### config.mk
export PLATFORM = sky130hd
export DESIGN_NAME = kmp_stream_matcher_unit
export DESIGN_NICKNAME = d
export VERILOG_FILES = /design/src/sv/kmp_pkg.sv /design/src/sv/kmp_store.sv /design/src/sv/kmp_pos.sv /design/src/sv/kmp_stream_matcher_unit.sv
export SDC_FILE = /design/constraint.sdc
export NUM_CORES = 2
export LEC_CHECK = 0
export BUFFER_PORTS_ARGS = -buffer_cell sky130_fd_sc_hd__buf_4
export CAP_MARGIN = 30
export CORE_UTILIZATION = 59
export CTS_BUF_LIST = sky130_fd_sc_hd__clkbuf_2
export CTS_CLUSTER_SIZE = 40
export DETAILED_ROUTE_END_ITERATION = 10
export PLACE_DENSITY_LB_ADDON = 0.12
export SLEW_MARGIN = 20
export SYNTH_ARGS = -nofsm -noshare
export SYNTH_HDL_FRONTEND = slang
export SYNTH_SLANG_ARGS = --single-unit
export TNS_END_PERCENT = 50
### constraint.sdc
create_clock -name clk_i -period 5 [get_ports clk_i]
set_input_delay 0.5 -clock clk_i [delete_from_list [all_inputs] [get_ports clk_i]]
set_output_delay 0.5 -clock clk_i [all_outputs]
set_load 0.02 [all_outputs]
### src/sv/kmp_pkg.sv
// Shared types and constants of the streaming KMP matcher.
// No dependencies; imported by every module of the block.
package kmp_pkg;

  // Command carried in the low tuser bit of an input word
  localparam logic CMD_LOAD = 1'b0;
  localparam logic CMD_TEXT = 1'b1;

  localparam logic [7:0] NEWLINE_CHAR = 8'h0A;

  typedef enum logic [1:0] {
    ST_IDLE,
    ST_STEP,
    ST_FALLBACK
  } kmp_state_e;

  // Control from the sequencer to the position counters
  typedef struct packed {
    logic clear;
    logic advance;
    logic newline;
  } kmp_pos_ctl_t;

endpackage

### src/sv/kmp_store.sv
// Pattern byte memory and failure-table memory of the KMP matcher.
// Two single-port-write, registered-read arrays; depends on kmp_pkg.
module kmp_store
  import kmp_pkg::*;
#(
  parameter int DEPTH = 64,
  parameter int AW    = 6
) (
  input  logic          clk_i,
  input  logic          pat_we_i,
  input  logic [AW-1:0] pat_waddr_i,
  input  logic [7:0]    pat_wdata_i,
  input  logic [AW-1:0] pat_raddr_i,
  output logic [7:0]    pat_rdata_o,
  input  logic          fail_we_i,
  input  logic [AW-1:0] fail_waddr_i,
  input  logic [AW-1:0] fail_wdata_i,
  input  logic [AW-1:0] fail_raddr_i,
  output logic [AW-1:0] fail_rdata_o
);

  logic [7:0]    pat_mem  [DEPTH];
  logic [AW-1:0] fail_mem [DEPTH];

  always_ff @(posedge clk_i) begin
    if (pat_we_i) begin
      pat_mem[pat_waddr_i] <= pat_wdata_i;
    end
    pat_rdata_o <= pat_mem[pat_raddr_i];
  end

  always_ff @(posedge clk_i) begin
    if (fail_we_i) begin
      fail_mem[fail_waddr_i] <= fail_wdata_i;
    end
    fail_rdata_o <= fail_mem[fail_raddr_i];
  end

endmodule

### src/sv/kmp_pos.sv
// Text position counters of the KMP matcher: byte index, newline count and
// the raw and newline-stripped match offsets. Depends on kmp_pkg.
module kmp_pos
  import kmp_pkg::*;
#(
  parameter int POS_WIDTH = 32,
  parameter int LW        = 7
) (
  input  logic          clk_i,
  input  logic          rst_ni,
  input  kmp_pos_ctl_t  ctl_i,
  input  logic [LW-1:0] pat_len_i,
  output logic [31:0]   stripped_o,
  output logic [31:0]   raw_o
);

  logic [POS_WIDTH-1:0] idx_q, idx_d;
  logic [POS_WIDTH-1:0] nl_q, nl_d;
  logic [POS_WIDTH-1:0] raw_q, raw_d;
  logic [POS_WIDTH-1:0] idx_base, nl_base, stripped;
  logic [POS_WIDTH:0]   here_inc, len_ext;

  always_comb begin
    idx_base = ctl_i.clear ? '0 : idx_q;
    nl_base  = ctl_i.clear ? '0 : nl_q;
    idx_d    = idx_base;
    nl_d     = nl_base;
    raw_d    = raw_q;
    // Offset of the byte after this one, one bit wider so it cannot wrap
    here_inc = {1'b0, idx_base} + (POS_WIDTH+1)'(1);
    len_ext  = (POS_WIDTH+1)'(pat_len_i);
    if (ctl_i.advance) begin
      idx_d = (&idx_base) ? idx_base : idx_base + POS_WIDTH'(1);
      if (ctl_i.newline) begin
        nl_d = (&nl_base) ? nl_base : nl_base + POS_WIDTH'(1);
      end
      // Start offset if this byte completes a match; floor at zero
      raw_d = (here_inc > len_ext) ? POS_WIDTH'(here_inc - len_ext) : '0;
    end
  end

  always_ff @(posedge clk_i or negedge rst_ni) begin
    if (!rst_ni) begin
      idx_q <= '0;
      nl_q  <= '0;
    end else begin
      idx_q <= idx_d;
      nl_q  <= nl_d;
    end
  end

  always_ff @(posedge clk_i) begin
    raw_q <= raw_d;
  end

  assign stripped   = (raw_q > nl_q) ? raw_q - nl_q : '0;
  assign stripped_o = 32'(stripped);
  assign raw_o      = 32'(raw_q);

endmodule

### src/sv/kmp_stream_matcher_unit.sv
// Streaming KMP matcher: pattern bytes build the failure table as they load,
// text bytes walk the automaton held in two registered-read memories.
// A word that walks the table is checked in ST_STEP, taking one failure-table step per mismatch;
// a first pattern byte or a dropped word stays in ST_IDLE; a text match waits in ST_FALLBACK for the output.
// Input is accepted only in ST_IDLE, so each word is finished before the next is taken.
// Reset: asynchronous, clears lengths, counters and state; memories need none.
module kmp_stream_matcher_unit
  import kmp_pkg::*;
#(
  parameter int MAX_PATTERN = 64,
  parameter int POS_WIDTH   = 32
) (
  input  logic        clk_i,
  input  logic        rst_ni,
  input  logic        s_axis_tvalid,
  output logic        s_axis_tready,
  input  logic [7:0]  s_axis_tdata,  // [7:0] data_byte
  input  logic [1:0]  s_axis_tuser,  // [0] cmd, [1] restart
  output logic        m_axis_tvalid,
  input  logic        m_axis_tready,
  output logic [63:0] m_axis_tdata   // [31:0] stripped_position, [63:32] raw_position
);

  localparam int AW = $clog2(MAX_PATTERN);
  localparam int LW = $clog2(MAX_PATTERN + 1);

  kmp_state_e    state_q, state_d;
  logic [LW-1:0] pl_q, pl_d;
  logic [AW-1:0] bp_q, bp_d;
  logic [AW-1:0] ml_q, ml_d;
  logic [AW-1:0] j_q, j_d;
  logic [AW-1:0] k_q, k_d;
  logic          cmd_q, cmd_d;
  logic [7:0]    byte_q, byte_d;
  logic          out_valid_q, out_valid_d;
  logic [31:0]   out_strip_q, out_strip_d;
  logic [31:0]   out_raw_q, out_raw_d;

  logic          accept, in_cmd, in_restart, load_full, out_free;
  logic [7:0]    in_byte;
  logic [LW-1:0] k_eff, pl_m1, j_fin;
  logic [AW-1:0] j_start, f_next;
  logic          p_match, mismatch;

  logic          pat_we, fail_we;
  logic [AW-1:0] pat_waddr, pat_raddr, fail_waddr, fail_wdata, fail_raddr;
  logic [7:0]    pat_rdata;
  logic [AW-1:0] fail_rdata;

  kmp_pos_ctl_t  pos_ctl;
  logic [31:0]   pos_stripped, pos_raw;

  assign s_axis_tready = (state_q == ST_IDLE);
  assign accept        = s_axis_tvalid && s_axis_tready;
  assign in_cmd        = s_axis_tuser[0];
  assign in_restart    = s_axis_tuser[1];
  assign in_byte       = s_axis_tdata;
  assign out_free      = !out_valid_q || m_axis_tready;

  assign k_eff     = in_restart ? '0 : pl_q;
  assign load_full = (k_eff == LW'(MAX_PATTERN));
  assign j_start   = (in_restart || (LW'(ml_q) >= pl_q)) ? '0 : ml_q;
  assign pl_m1     = pl_q - LW'(1);

  assign p_match  = (pat_rdata == byte_q);
  assign mismatch = (j_q != '0) && !p_match;
  assign f_next   = (LW'(fail_rdata) < LW'(j_q)) ? fail_rdata : '0;
  assign j_fin    = LW'(j_q) + LW'(p_match);

  kmp_store #(
    .DEPTH(MAX_PATTERN),
    .AW   (AW)
  ) u_store (
    .clk_i       (clk_i),
    .pat_we_i    (pat_we),
    .pat_waddr_i (pat_waddr),
    .pat_wdata_i (in_byte),
    .pat_raddr_i (pat_raddr),
    .pat_rdata_o (pat_rdata),
    .fail_we_i   (fail_we),
    .fail_waddr_i(fail_waddr),
    .fail_wdata_i(fail_wdata),
    .fail_raddr_i(fail_raddr),
    .fail_rdata_o(fail_rdata)
  );

  kmp_pos #(
    .POS_WIDTH(POS_WIDTH),
    .LW       (LW)
  ) u_pos (
    .clk_i     (clk_i),
    .rst_ni    (rst_ni),
    .ctl_i     (pos_ctl),
    .pat_len_i (pl_q),
    .stripped_o(pos_stripped),
    .raw_o     (pos_raw)
  );

  // Next state
  always_comb begin
    state_d = state_q;
    case (state_q)
      ST_IDLE: begin
        if (accept) begin
          if (in_cmd == CMD_LOAD) begin
            if (!load_full && (k_eff != '0)) begin
              state_d = ST_STEP;
            end
          end else if (pl_q != '0) begin
            state_d = ST_STEP;
          end
        end
      end
      ST_STEP: begin
        if (!mismatch) begin
          if ((cmd_q == CMD_TEXT) && (j_fin == pl_q)) begin
            state_d = ST_FALLBACK;
          end else begin
            state_d = ST_IDLE;
          end
        end
      end
      ST_FALLBACK: begin
        if (out_free) begin
          state_d = ST_IDLE;
        end
      end
      default: state_d = ST_IDLE;
    endcase
  end

  // Datapath and memory control
  always_comb begin
    pl_d        = pl_q;
    bp_d        = bp_q;
    ml_d        = ml_q;
    j_d         = j_q;
    k_d         = k_q;
    cmd_d       = cmd_q;
    byte_d      = byte_q;
    out_valid_d = out_valid_q && !m_axis_tready;
    out_strip_d = out_strip_q;
    out_raw_d   = out_raw_q;
    pat_we      = 1'b0;
    pat_waddr   = k_eff[AW-1:0];
    pat_raddr   = j_q;
    fail_we     = 1'b0;
    fail_waddr  = k_q;
    fail_wdata  = j_fin[AW-1:0];
    fail_raddr  = j_q - AW'(1);
    pos_ctl     = '0;
    case (state_q)
      ST_IDLE: begin
        if (accept) begin
          cmd_d  = in_cmd;
          byte_d = in_byte;
          if (in_cmd == CMD_LOAD) begin
            if (in_restart) begin
              pl_d          = '0;
              bp_d          = '0;
              ml_d          = '0;
              pos_ctl.clear = 1'b1;
            end
            if (!load_full) begin
              pat_we = 1'b1;
              k_d    = k_eff[AW-1:0];
              if (k_eff == '0) begin
                // First byte: its failure value is zero by definition
                fail_we    = 1'b1;
                fail_waddr = '0;
                fail_wdata = '0;
                pl_d       = LW'(1);
                bp_d       = '0;
              end else begin
                j_d        = bp_q;
                pat_raddr  = bp_q;
                fail_raddr = bp_q - AW'(1);
              end
            end
          end else begin
            if (in_restart) begin
              ml_d          = '0;
              pos_ctl.clear = 1'b1;
            end
            if (pl_q != '0) begin
              pos_ctl.advance = 1'b1;
              pos_ctl.newline = (in_byte == NEWLINE_CHAR);
              j_d             = j_start;
              pat_raddr       = j_start;
              fail_raddr      = j_start - AW'(1);
            end
          end
        end
      end
      ST_STEP: begin
        if (mismatch) begin
          // Fall back one failure-table step and reread at the new prefix
          j_d        = f_next;
          pat_raddr  = f_next;
          fail_raddr = f_next - AW'(1);
        end else if (cmd_q == CMD_LOAD) begin
          fail_we = 1'b1;
          bp_d    = j_fin[AW-1:0];
          pl_d    = LW'(k_q) + LW'(1);
        end else if (j_fin == pl_q) begin
          fail_raddr = pl_m1[AW-1:0];
        end else begin
          ml_d = j_fin[AW-1:0];
        end
      end
      ST_FALLBACK: begin
        // Hold the read address so the data survives an output stall
        fail_raddr = pl_m1[AW-1:0];
        if (out_free) begin
          out_valid_d = 1'b1;
          out_strip_d = pos_stripped;
          out_raw_d   = pos_raw;
          ml_d        = (LW'(fail_rdata) < pl_q) ? fail_rdata : '0;
        end
      end
      default: ;
    endcase
  end

  always_ff @(posedge clk_i or negedge rst_ni) begin
    if (!rst_ni) begin
      state_q     <= ST_IDLE;
      pl_q        <= '0;
      bp_q        <= '0;
      ml_q        <= '0;
      out_valid_q <= 1'b0;
    end else begin
      state_q     <= state_d;
      pl_q        <= pl_d;
      bp_q        <= bp_d;
      ml_q        <= ml_d;
      out_valid_q <= out_valid_d;
    end
  end

  always_ff @(posedge clk_i) begin
    j_q         <= j_d;
    k_q         <= k_d;
    cmd_q       <= cmd_d;
    byte_q      <= byte_d;
    out_strip_q <= out_strip_d;
    out_raw_q   <= out_raw_d;
  end

  assign m_axis_tvalid = out_valid_q;
  assign m_axis_tdata  = {out_raw_q, out_strip_q};

  a_match_len_bound: assert property (@(posedge clk_i) disable iff (!rst_ni)
    (ml_q == '0) || (LW'(ml_q) < pl_q))
    else $error("matched length not below pattern length");

  a_walk_has_pattern: assert property (@(posedge clk_i) disable iff (!rst_ni)
    (state_q == ST_STEP) |-> (pl_q != '0))
    else $error("table walk without a loaded pattern");

  a_fallback_is_text: assert property (@(posedge clk_i) disable iff (!rst_ni)
    (state_q == ST_FALLBACK) |-> (cmd_q == CMD_TEXT))
    else $error("match fallback entered on a pattern load");

  a_result_from_match: assert property (@(posedge clk_i) disable iff (!rst_ni)
    $rose(out_valid_q) |-> ($past(state_q) == ST_FALLBACK))
    else $error("result word not produced by a completed match");

  a_full_drop: assert property (@(posedge clk_i) disable iff (!rst_ni)
    (accept && (in_cmd == CMD_LOAD) && !in_restart && (pl_q == LW'(MAX_PATTERN)))
      |=> (pl_q == LW'(MAX_PATTERN)) && (state_q == ST_IDLE))
    else $error("pattern byte beyond capacity not dropped");

endmodule
==> metrics.txt <==
Critical Path AT 6150 ps; synth unique cells 91; grt ovf 0; FP Rows 106; first-pass GRT wire length 186,000 um; final setup violating endpoints 0; chip width 293 um; prevailing post-synth register cell edfxtp_1; status finished clean; # IOs 80; Worst path slowest cell a221oi_1; latest clock arrival within the worst-skew pair 1520 ps; GPL Wtd Cong 0.958; Sw Share 42.8%; DPL Wire Length 79,600 um; Hold/Removal Path Class in2reg; core footprint 83,800 um2; Hold Path End k_q[1]$_DFFE_PP_; most common cell after layout, fill and taps aside edfxtp_1; placed standard-cell area 52,600 um2; Clock Tree Buf Depth 4; CP Class reg2reg; DRT antenna net count 0; Syn Area/Cell 13.3 um2; Starting Density 59.7%; post-synthesis sequential area ratio 65.6%; via count 32,600; die height 293 um; critical path capture point type flip-flop; Synth Area in Compound Gates 6.60%; reg-to-reg critical path startpoint j_q[4]$_DFF_P_; sequential power share 30.5%; TritonRoute pass-1 iters 6; Finished Cell Area 55,600 um2; worst vdd ir 0.794 mV; xor/xnor share of the synthesized area 2.88%; Clock power frac 16.4%; Max Slew Vio Count 0; Pint 21.3 mW; total track usage 28.7%; max cap viols 0; P&R area growth vs syn 11.2%; Reg clk slew, reported paths 90 ps; post-DR vias/cell 5.93; CTS buffer count 294; mean routed wirelength per cell 22.3 um; switching power 15.9 mW; Post-synth EDFFs 1,007; Leakage 20.3 nW; CP required 6390 ps; CP top delay family compound AO/OA/AOI/OAI gates; FF-to-FF setup slack 240 ps; initial antenna violation count 5; R2R Path End u_store.fail_rdata_o[1]$_DFF_P_; Comb pwr share 53.1%; clock root cell clkbuf_2; Filler Cell Count 6,213; largest family of logic cells by synthesized area simple AND/OR/NAND/NOR gates; CTS Sinks 1,113; adder-cell area share of the yosys netlist 1.88%; Hold Path Stages 4; Final Critical Period 4760 ps; H-Tree Depth 5; commonest cells after routing, fill and taps aside edfxtp_1, nand2_1, clkbuf_2, mux2i_1, nor2_1; port buffer count 79; Net count, final 4,236; CP max stage delay 580 ps; multiplexer share of the synthesized area 9.92%; 1st-iter DRT viols 2,967; Mapped Cells 3,772; TritonCTS clock tree yes; Worst Skew 130 ps; Fin Setup TNS 0 ps; fmax 210 MHz; Synth warnings 0; Startpoint Class flip-flop; largest net degree at the start of global routing 145; crit-path cells inv_1 -> ha_1 -> a21o_1 -> a21oi_1 -> o21a_1 -> nand2_1 -> ha_1 -> nor3_1 -> nor3_1 -> nor2_4 -> buf_12 -> mux2_2 -> nor2_1 -> a31oi_1 -> a221oi_1 -> a21o_1 -> a21oi_1; RSZ-0062 raised after global routing no; Reg2Reg Depth 17; vias in the first global route 32,500; Seq cells post-synth 1,113; Least-Margin Pin Slew 989 ps; Final period util 95.2%; fraction of registers with async set/reset 7.73%; Max FO, Critical Path 23; Hold Fails Final Rpt 0; final WL 122,000 um; die area 85,900 um2; DRC viols 0; layout cells sized above 1 18.9%; syn nets 3,860; CP Buf/Inv Count 2; slew margin rel. 34.1%; Syn Std Cell Area 50,000 um2; HP Start s_axis_tuser[1]; Pwr per Cell Area 668 nW/um2; area share of and/or/nand/nor cells after synthesis 10.9%
==> synthesized netlist by cell type, types with 9 or more instances <==
cell         n  area share (%)
nand2b_1    25            0.31
o211ai_1    57            0.86
inv_1       78            0.59
buf_2       66            0.66
clkbuf_1    78            0.59
a22o_1       9            0.16
mux2i_1    365             7.3
nor2_1     356             2.7
mux4_2      16            0.72
xnor2_1    105             1.8
nor4_1      22            0.28
ha_1        72             1.8
edfxtp_1  1007              60
a22oi_1      9            0.14
o31ai_1     10            0.15
nor3_1      62            0.62
a21o_1      32            0.48
nor2b_1     34            0.43
o21ai_0    132             1.3
dfrtp_1     86             4.3
a311oi_1    12            0.21
a211oi_1    35            0.53
and3_1      13            0.16
a221oi_1     9            0.16
buf_1       15            0.11
xor2_1      57             1.0
mux2_2      84             1.9
buf_4       10            0.15
or3_1       20            0.25
dfxtp_1     20            0.80
a31oi_1     23            0.29
and2_1      15            0.19
nand2_1    419             3.1
a21oi_1     70            0.70
nand4_1     39            0.49
o22ai_1     12            0.15
nand3_1    154             1.5
==> final cells by class <==
type	count	area (um2)	share of cell area, %
repair buffers	253	2240	4.02
well taps	1134	1420	2.55
diodes	6	15.0	0.0270
multi-input cells	2404	16300	29.3
clock inverters	81	467	0.839
clock buffers	417	2090	3.75
flip-flops and latches	1113	32800	59.0
inverters	82	308	0.553
==> worst max-delay path by stage <==
| stage | cells after the start | slack (ps) | endpoint | startpoint |
|---|---|---|---|---|
| floorplan | 19 | 70 | u_pos.raw_o[15]$_SDFFCE_PP0P_ | state_q[0]$_DFFE_PN0P_ |
| global placement | 15 | 100 | u_store.fail_rdata_o[3]$_DFF_P_ | byte_q[6]$_DFFE_PP_ |
| detailed placement | 15 | 180 | u_store.fail_rdata_o[3]$_DFF_P_ | byte_q[6]$_DFFE_PP_ |
| CTS | 15 | 40 | u_store.fail_rdata_o[3]$_DFF_P_ | byte_q[6]$_DFFE_PP_ |
| global route | 18 | 10 | u_store.fail_rdata_o[4]$_DFF_P_ | byte_q[6]$_DFFE_PP_ |
| finish | 17 | 240 | u_store.fail_rdata_o[1]$_DFF_P_ | j_q[4]$_DFF_P_ |
==> cells by family (layout without fill, tap and decap cells) <==
logic type,Yosys count,count (layout)
AND/OR/NAND/NOR,1210,1210
flip-flops,1113,1113
AO/OA/AOI/OAI,492,492
multiplexers,465,465
buffers and inverters,255,833
XOR/XNOR,163,163
adder cells (fa/ha/maj),74,74
other,0,6
==> metal layers <==
layer / part of all wire [%] / up-vias / wire length [um] / GRT usage (%)
met1: 43 / 15900 / 52200 / 39.6
met5: 0.011 / - / 13 / 0
met2: 47 / 1390 / 56900 / 44.7
met4: 2.8 / 2 / 3480 / 11.0
li1: - / 15000 / - / -
met3: 8.0 / 243 / 9820 / 6.41
==> per-stage QoR <==
step | std cells | power [mW] | util, % | setup slack, ps | hold slack [ps]
floorplan | 3772 | 24.9 | - | 68.5 | 204
global placement | 4951 | 30.5 | 62.8 | 105 | 489
detailed placement | 4952 | 30.8 | 62.8 | 175 | 477
CTS | 5483 | 37.0 | 66.2 | 37.0 | 17.7
global route | 5488 | 39.3 | 66.3 | 11.0 | 97.7
finish | 5490 | 37.2 | 66.4 | 238 | 211
==> power groups by stage <==
stage	Sequential [mW]	Clock, mW	Combinational (mW)
detailed placement	11.5	0	19.3
finish	11.3	6.08	19.7
global placement	11.5	0	19.0
CTS	11.3	6.24	19.4
floorplan	11.5	0	13.4
global route	11.4	6.72	21.2
==> state kept, by name (all words and copies together) (netlist names) <==
register	flops
u_store.fail_rdata_o	6
byte_q	8
m_axis_tvalid	1
pl_q	7
u_pos.raw_o	32
out_raw_q	32
u_store.pat_mem	512
u_store.pat_rdata_o	8
bp_q	6
out_strip_q	32
k_q	6
u_pos.nl_q	32
j_q	6
u_pos.idx_q	32
u_store.fail_mem	384
ml_q	6
state_q	2
cmd_q	1
==> timing repair <==
action                                  4_1_cts  5_1_grt
endpoints found under the hold margin       834        0
hold buffers                                 33        0
endpoints found under the setup margin        0        6
gates resized for setup                       0       11
buffers inserted                              0        1
==> worst reg2reg max path, delay by kind of cell (launching register included) <==
kind,cells,cell delay (ps)
muxes,1,360
adders and majority gates,2,690
AOI/OAI and AO/OA,7,1650
buffers and inverters,2,470
DFF,1,520
and+or+nand+nor,5,1050
No activity file was read; power rests on OpenSTA's default activity.
